File: src/hw/rtl/sm83_pkg.sv
// shared operation codes, flag positions and item layouts for the sm83 alu
package sm83_pkg;

	localparam int OP_W = 5;

	localparam logic [OP_W-1:0] OP_ADD   = 5'd0;
	localparam logic [OP_W-1:0] OP_ADC   = 5'd1;
	localparam logic [OP_W-1:0] OP_SUB   = 5'd2;
	localparam logic [OP_W-1:0] OP_SBC   = 5'd3;
	localparam logic [OP_W-1:0] OP_AND   = 5'd4;
	localparam logic [OP_W-1:0] OP_XOR   = 5'd5;
	localparam logic [OP_W-1:0] OP_OR    = 5'd6;
	localparam logic [OP_W-1:0] OP_CP    = 5'd7;
	localparam logic [OP_W-1:0] OP_INC   = 5'd8;
	localparam logic [OP_W-1:0] OP_DEC   = 5'd9;
	localparam logic [OP_W-1:0] OP_RLC   = 5'd10;
	localparam logic [OP_W-1:0] OP_RL    = 5'd11;
	localparam logic [OP_W-1:0] OP_RRC   = 5'd12;
	localparam logic [OP_W-1:0] OP_RR    = 5'd13;
	localparam logic [OP_W-1:0] OP_SLA   = 5'd14;
	localparam logic [OP_W-1:0] OP_SRA   = 5'd15;
	localparam logic [OP_W-1:0] OP_SRL   = 5'd16;
	localparam logic [OP_W-1:0] OP_SWAP  = 5'd17;
	localparam logic [OP_W-1:0] OP_BIT   = 5'd18;
	localparam logic [OP_W-1:0] OP_SET   = 5'd19;
	localparam logic [OP_W-1:0] OP_RES   = 5'd20;
	localparam logic [OP_W-1:0] OP_DAA   = 5'd21;
	localparam logic [OP_W-1:0] OP_CPL   = 5'd22;
	localparam logic [OP_W-1:0] OP_CCF   = 5'd23;
	localparam logic [OP_W-1:0] OP_SCF   = 5'd24;
	localparam logic [OP_W-1:0] OP_ADDHL = 5'd25;
	localparam logic [OP_W-1:0] OP_ADDSP = 5'd26;

	// flag bit positions
	localparam int FLAG_Z = 3;
	localparam int FLAG_N = 2;
	localparam int FLAG_H = 1;
	localparam int FLAG_C = 0;

	localparam logic [7:0] DAA_LO = 8'h06;
	localparam logic [7:0] DAA_HI = 8'h60;
	localparam logic [7:0] DAA_LIM = 8'h99;

	// input payload, first field in the highest bits, last field (acc) in the lowest
	typedef struct packed {
		logic [3:0]        flags_in;
		logic signed [7:0] offset;
		logic [15:0]       word_b;
		logic [15:0]       word_a;
		logic [2:0]        bit_index;
		logic [7:0]        operand;
		logic [7:0]        acc;
	} in_item_t;

	// result payload, first field in the highest bits, last field (result_byte) in the lowest
	typedef struct packed {
		logic [3:0]  flags_out;
		logic [15:0] result_word;
		logic [7:0]  result_byte;
	} res_item_t;

	localparam int IN_W  = $bits(in_item_t);
	localparam int RES_W = $bits(res_item_t);

endpackage

File: src/hw/rtl/sm83_alu_flags.sv
// top level: registered single-pass sm83 alu with z/n/h/c flags
//
// usage
//   slave side s_*: one transaction carries one alu request; s_tuser holds the
//   operation code, s_tdata the operands and the incoming flags
//   master side m_*: one transaction per request, in request order, with the
//   new byte, the 16-bit word result and the new flags
//   path: a request accepted on the slave side is registered in the input stage,
//   computed by shallow 8/16-bit logic and then registered in the result
//   register, whose valid bit drives m_tvalid
//   throughput: one request per cycle while m_tready is high; the only limit
//   is the single result register and the input stage, each holding one transaction
//   stall: when the receiver holds m_tready low, the result register keeps its
//   transaction, the input stage fills, and s_tready drops once both are full;
//   nothing is lost or duplicated
//   reset: arst_n low clears both valid bits at once; payload registers keep
//   whatever they held, no clearing pass is needed
//   unknown operation codes pass acc and the flags through unchanged
module sm83_alu_flags
	import sm83_pkg::*;
(
	input  logic        clk,
	input  logic        arst_n,
	input  logic        s_tvalid,
	output logic        s_tready,
	input  logic [63:0] s_tdata,  // acc, operand, bit_index, word_a, word_b, offset, flags_in
	input  logic [4:0]  s_tuser,  // req_type
	output logic        m_tvalid,
	input  logic        m_tready,
	output logic [31:0] m_tdata   // result_byte, result_word, flags_out
);

	// input stage
	logic            valid_s1;
	logic [OP_W-1:0] op_s1;
	in_item_t        item_s1;

	// result stage
	logic            valid_s2;
	res_item_t       res_s2;

	logic      s1_adv;
	logic      s2_free;
	logic      s_fire;
	res_item_t res_c;

	assign s2_free  = !valid_s2 || m_tready;
	assign s1_adv   = valid_s1 && s2_free;
	assign s_tready = !valid_s1 || s2_free;
	assign s_fire   = s_tvalid && s_tready;

	always_ff @(posedge clk or negedge arst_n) begin
		if (!arst_n) begin
			valid_s1 <= 1'b0;
		end else if (s_tready) begin
			valid_s1 <= s_tvalid;
		end
	end

	always_ff @(posedge clk) begin
		if (s_fire) begin
			op_s1   <= s_tuser;
			item_s1 <= in_item_t'(s_tdata[IN_W-1:0]);
		end
	end

	always_ff @(posedge clk or negedge arst_n) begin
		if (!arst_n) begin
			valid_s2 <= 1'b0;
		end else if (s2_free) begin
			valid_s2 <= valid_s1;
		end
	end

	always_ff @(posedge clk) begin
		if (s1_adv) begin
			res_s2 <= res_c;
		end
	end

	assign m_tvalid = valid_s2;
	assign m_tdata  = {{(32-RES_W){1'b0}}, res_s2};

	// alu: everything for one request in one pass of shallow logic
	always_comb begin
		logic [7:0]  a;
		logic [7:0]  v;
		logic [3:0]  f;
		logic        cin;
		logic        cuse;
		logic [8:0]  add9;
		logic [4:0]  addh;
		logic [8:0]  sub9;
		logic [4:0]  subh;
		logic [7:0]  rb;
		logic [15:0] rw;
		logic [3:0]  fo;
		logic [7:0]  mask;
		logic [7:0]  adj;
		logic        dc;
		logic [16:0] hl17;
		logic [12:0] hl13;
		logic [4:0]  sph;
		logic [8:0]  spc;

		a    = item_s1.acc;
		v    = item_s1.operand;
		f    = item_s1.flags_in;
		cin  = f[FLAG_C];
		// carry in only for the with-carry forms
		cuse = ((op_s1 == OP_ADC) || (op_s1 == OP_SBC)) ? cin : 1'b0;
		add9 = {1'b0, a} + {1'b0, v} + {8'd0, cuse};
		addh = {1'b0, a[3:0]} + {1'b0, v[3:0]} + {4'd0, cuse};
		sub9 = {1'b0, a} - {1'b0, v} - {8'd0, cuse};
		subh = {1'b0, a[3:0]} - {1'b0, v[3:0]} - {4'd0, cuse};
		mask = 8'd1 << item_s1.bit_index;
		hl17 = {1'b0, item_s1.word_a} + {1'b0, item_s1.word_b};
		hl13 = {1'b0, item_s1.word_a[11:0]} + {1'b0, item_s1.word_b[11:0]};
		sph  = {1'b0, item_s1.word_a[3:0]} + {1'b0, item_s1.offset[3:0]};
		spc  = {1'b0, item_s1.word_a[7:0]} + {1'b0, item_s1.offset};

		// daa correction
		adj = 8'd0;
		dc  = 1'b0;
		if (f[FLAG_N]) begin
			if (f[FLAG_H]) adj = adj + DAA_LO;
			if (f[FLAG_C]) begin
				adj = adj + DAA_HI;
				dc  = 1'b1;
			end
		end else begin
			if (f[FLAG_H] || (a[3:0] > 4'h9)) adj = adj + DAA_LO;
			if (f[FLAG_C] || (a > DAA_LIM)) begin
				adj = adj + DAA_HI;
				dc  = 1'b1;
			end
		end

		rb = a;
		rw = 16'd0;
		fo = f;

		unique case (op_s1) inside
			OP_ADD, OP_ADC: begin
				rb = add9[7:0];
				fo = {rb == 8'd0, 1'b0, addh[4], add9[8]};
			end
			OP_SUB, OP_SBC, OP_CP: begin
				rb = (op_s1 == OP_CP) ? a : sub9[7:0];
				fo = {sub9[7:0] == 8'd0, 1'b1, subh[4], sub9[8]};
			end
			OP_AND: begin
				rb = a & v;
				fo = {rb == 8'd0, 1'b0, 1'b1, 1'b0};
			end
			OP_XOR: begin
				rb = a ^ v;
				fo = {rb == 8'd0, 3'b000};
			end
			OP_OR: begin
				rb = a | v;
				fo = {rb == 8'd0, 3'b000};
			end
			OP_INC: begin
				rb = v + 8'd1;
				fo = {rb == 8'd0, 1'b0, v[3:0] == 4'hF, cin};
			end
			OP_DEC: begin
				rb = v - 8'd1;
				fo = {rb == 8'd0, 1'b1, v[3:0] == 4'h0, cin};
			end
			OP_RLC, OP_RL, OP_SLA: begin
				rb = {v[6:0], (op_s1 == OP_RLC) ? v[7] : ((op_s1 == OP_RL) ? cin : 1'b0)};
				fo = {rb == 8'd0, 2'b00, v[7]};
			end
			OP_RRC, OP_RR, OP_SRA, OP_SRL: begin
				rb = {(op_s1 == OP_RRC) ? v[0] :
				      (op_s1 == OP_RR)  ? cin  :
				      (op_s1 == OP_SRA) ? v[7] : 1'b0, v[7:1]};
				fo = {rb == 8'd0, 2'b00, v[0]};
			end
			OP_SWAP: begin
				rb = {v[3:0], v[7:4]};
				fo = {rb == 8'd0, 3'b000};
			end
			OP_BIT: begin
				rb = v;
				fo = {(v & mask) == 8'd0, 1'b0, 1'b1, cin};
			end
			OP_SET: begin
				rb = v | mask;
			end
			OP_RES: begin
				rb = v & ~mask;
			end
			OP_DAA: begin
				rb = f[FLAG_N] ? (a - adj) : (a + adj);
				fo = {rb == 8'd0, f[FLAG_N], 1'b0, dc};
			end
			OP_CPL: begin
				rb = ~a;
				fo = {f[FLAG_Z], 1'b1, 1'b1, cin};
			end
			OP_CCF: begin
				fo = {f[FLAG_Z], 2'b00, ~cin};
			end
			OP_SCF: begin
				fo = {f[FLAG_Z], 2'b00, 1'b1};
			end
			OP_ADDHL: begin
				rb = 8'd0;
				rw = hl17[15:0];
				fo = {f[FLAG_Z], 1'b0, hl13[12], hl17[16]};
			end
			OP_ADDSP: begin
				rb = 8'd0;
				rw = item_s1.word_a + {{8{item_s1.offset[7]}}, item_s1.offset};
				fo = {2'b00, sph[4], spc[8]};
			end
			default: begin
				rb = a;
				rw = 16'd0;
				fo = f;
			end
		endcase

		res_c.result_byte = rb;
		res_c.result_word = rw;
		res_c.flags_out   = fo;
	end

	// an accepted request always occupies the input stage next cycle
	assert property (@(posedge clk) disable iff (!arst_n)
		s_tvalid && s_tready |=> valid_s1)
		else $error("accepted request missing from input stage");

	// a request in the input stage with room downstream reaches the result register
	assert property (@(posedge clk) disable iff (!arst_n)
		valid_s1 && s2_free |=> valid_s2)
		else $error("input stage advanced but result register empty");

	// a blocked input stage keeps its request
	assert property (@(posedge clk) disable iff (!arst_n)
		valid_s1 && !s2_free |=> valid_s1 && $stable(op_s1) && $stable(item_s1))
		else $error("stalled input stage lost its request");

	// only word operations produce a word, and they clear the byte
	assert property (@(posedge clk) disable iff (!arst_n)
		m_tvalid && (res_s2.result_word != 16'd0) |-> (res_s2.result_byte == 8'd0))
		else $error("word result with nonzero byte result");

endmodule
File: config.mk
export PLATFORM = sky130hd
export DESIGN_NAME = sm83_alu_flags
export DESIGN_NICKNAME = d
export VERILOG_FILES = /design/src/hw/rtl/sm83_pkg.sv /design/src/hw/rtl/sm83_alu_flags.sv
export SDC_FILE = /design/constraint.sdc
export NUM_CORES = 1
export LEC_CHECK = 0
export ABC_AREA = 1
export ABC_CLOCK_PERIOD_IN_PS = 4600
export BUFFER_PORTS_ARGS = -buffer_cell sky130_fd_sc_hd__clkbuf_2
export CAP_MARGIN = 20
export CELL_PAD_IN_SITES_DETAIL_PLACEMENT = 1
export CELL_PAD_IN_SITES_GLOBAL_PLACEMENT = 1
export CORE_ASPECT_RATIO = 1.75
export CORE_MARGIN = 2
export CORE_UTILIZATION = 45
export DETAILED_ROUTE_END_ITERATION = 12
export PLACE_DENSITY = 0.86
export SKIP_CTS_REPAIR_TIMING = 1
export SLEW_MARGIN = 15
export SYNTH_ARGS = -nofsm -noshare
export SYNTH_HDL_FRONTEND = slang
export SYNTH_SLANG_ARGS = --single-unit
File: constraint.sdc
create_clock -name clk -period 4.6 [get_ports clk]
set_input_delay 0 -clock clk [delete_from_list [all_inputs] [get_ports clk]]
set_output_delay 0 -clock clk [all_outputs]
set_load 0.02 [all_outputs]
==> impl_metrics.yaml <==
critical_path:
  critPathArrivalTime_ps: 3880
  cp_slowest_stage_delay_ps: 640
  critPathMaxFanout: 11
  worstSetupStartpointType: "register"
  cp_slowest_cell: "edfxtp_1"
  crit_chain: "clkinv_1 -> nand2_2 -> nor3_1 -> fa_1 -> inv_1 -> ha_1 -> o21ai_0 -> nand2_1 -> nand4_1 -> nand2_1 -> nand2_1 -> nand2_1 -> nand3_1 -> nand4_1 -> nor2_1 -> nor2_1"
  cp.required_ps: 4710
  timing.critical_path.mode_cell: "nand2_1"
  end_kind: "register"
  path_class: "register to register"
final_layout:
  nNetsFinal: 1387
  postLayoutCoreUtil_pct: 55.8
  stdcell_count: 1473
  drive_above_1_share_pct: 13.2
  nFillCells: 2216
  areaGrowthSynthToFinish_pct: 22.1
clock_tree:
  cts.sinks: 98
  clockBufferDepth: 2
  htreeDepth: 3
  cts_root_buf: "clkbuf_16"
  path_clk_slew_ps: 80
  cts_tree: "done"
  cts_buffers: 9
  clk-insertion-delay-late_ps: 370
place:
  dp_hpwl_um: 24100
  portBuffers: 101
  dpl_worst_slack_ps: 951
  place_congestion: 1.07
  dp.cells: 1384
timing:
  rsz0062_at_grt: "false"
  final_max_slew_viol_count: 0
  slew_headroom_pct: 43.8
  post-route-period-util_pct: 82.0
  worstMarginPinSlew_ps: 842
  setup_viol: 0
  fmax_mhz: 265
  postLayoutSetupSlackWorst_ps: 828
  finalHoldViolCount: 0
  period_needed_ps: 3770
  finalSetupTns_ps: 0
  finalClockSkew_ps: 12.6
yosys:
  synth_area_leaders: "edfxtp_1 35%, nand2_1 12%, ha_1 11%"
  synth_cell_types: 46
  seq_area_frac_synth_pct: 35.7
  synthCells: 1056
  yosys.area.top_type: "edfxtp_1"
  synth_enable_flop_cells: 96
  synth_top_area_share_pct: 35.1
  yosys_warnings: 0
  syn_area_per_cell_um2: 7.78
  synth-seq-cells: 98
  synthFlopType: "edfxtp_1"
  synthArstFlopShare_pct: 2.04
  syn_area_um2: 8220
grt:
  antenna_found_initial: 1
  grt_pass1_wl_um: 46600
  grt_max_degree: 37
  grt_usage_pct: 31.9
  grt_pass1_vias: 8799
  grt_overflow: 0
route:
  ant_nets: 0
  wirelength_um: 37400
  drc: 0
  vias: 9069
  drtIter0Drc: 537
  wl_per_cell_um: 25.4
  avgViaCountPerCell: 6.16
  firstDrtPassIters: 5
die:
  ios: 107
  num_rows: 65
  initial_core_util_pct: 45.7
  die_w_um: 106
  die_h_um: 183
  core_um2: 18000
  die-area_um2: 19400
power_and_ir_drop:
  leakagePower_nw: 4.70
  vdd_drop_max_v: 0.000458
  p_per_area_nw_per_um2: 302
job:
  drv_cap: 0
worst_hold_path:
  hold_class: "input pin to register"
status:
  status: "complete, no violations"
Yosys cell counts, types with 13 or more instances:
cell / number
xor2_1: 18
nand4_1: 33
o21ai_0: 53
nand2_1: 263
nor2_1: 82
inv_1: 130
edfxtp_1: 96
a21oi_1: 53
ha_1: 75
nand3_1: 80
o211ai_1: 13
nor3_1: 19
per-layer routing:
metal | global-route usage, % | share of wire, %
met5 | 0 | 0
met4 | 27.0 | 11
met3 | 3.91 | 5.6
met2 | 59.8 | 52
met1 | 30.0 | 32
layout by cell type (no fill, tap or decap), types with 4 or more instances in the layout:
cell type	count
ha_1	75
nand2_1	263
o22ai_1	11
o21a_1	6
nand3_2	5
inv_1	129
clkbuf_2	101
a21oi_1	52
nand3b_1	11
nand3_1	80
nor3_1	19
fa_1	6
nor2_2	5
conb_1	4
dlygate4sd3_1	71
a31oi_1	5
nor4_1	5
o221ai_1	5
nor2_1	82
edfxtp_1	96
o21bai_1	5
nand2_4	4
or2_2	4
inv_2	9
nor2_4	6
o211ai_1	13
nand4_1	33
buf_4	10
clkbuf_16	9
o2111ai_1	9
xor2_1	18
o21ai_0	53
flip-flops by register name (all words and copies together) (netlist names):
signal,flops
item_s1,63
m_tdata,28
op_s1,5
m_tvalid,1
valid_s1,1
stage by stage:
step / cell area (um2) / hold WS [ps] / power, mW
global placement: 9010 / -214 / 2.05
detailed placement: 9010 / -213 / 2.09
global route: 10000 / 40.9 / 3.14
floorplan: 8230 / -296 / 1.77
CTS: 9300 / -587 / 2.85
finish: 10000 / 51.0 / 3.03
kinds of logic after synthesis:
family | Yosys count | share of synthesized area, %
AO/OA/AOI/OAI | 172 | 12.6
flip-flops | 98 | 35.7
AND/OR/NAND/NOR | 523 | 28.9
adder cells (fa/ha/maj) | 81 | 12.9
other | 1 | 0.0456
buffers and inverters | 160 | 7.73
XOR/XNOR | 21 | 2.24
critical path, delay by kind of cell, from the launching register on:
family                     cells  cell delay [ps]
AOI/OAI and AO/OA              1              280
adders and majority gates      2              770
buffers and inverters          2              500
DFF                            1              640
and+or+nand+nor               11             1320
final timing paths:
path,startpoint,cells after the start,to,slack [ps]
min,m_tready,4,m_tvalid,50
max reg2reg,op_s1[4],16,m_tdata[27],830
min reg2reg,valid_s1,2,m_tvalid,570
max in group asynchronous,arst_n,3,m_tvalid,3940
min in group asynchronous,arst_n,3,valid_s1,530
max,op_s1[4],16,m_tdata[27],830
layout make-up:
cell class,instances,area [um2],share of cell area (%)
antenna,1,2.50,0.0249
clock buffer,12,236,2.36
clock inverter,4,52.6,0.524
inverter,140,526,5.24
multi-input combinational,801,4670,46.6
sequential,98,2930,29.2
tap,234,293,2.92
timing repair buffer,183,1320,13.1
report_power, final:
| part | internal, mW | total, mW | leakage (nW) | switching (mW) |
|---|---|---|---|---|
| sequential | 1.08 | 1.16 | 0.952 | 0.0776 |
| combinational | 0.349 | 1.06 | 3.62 | 0.715 |
| clock | 0.424 | 0.804 | 0.129 | 0.380 |
Note: power is estimated with default switching activity, not from simulation.
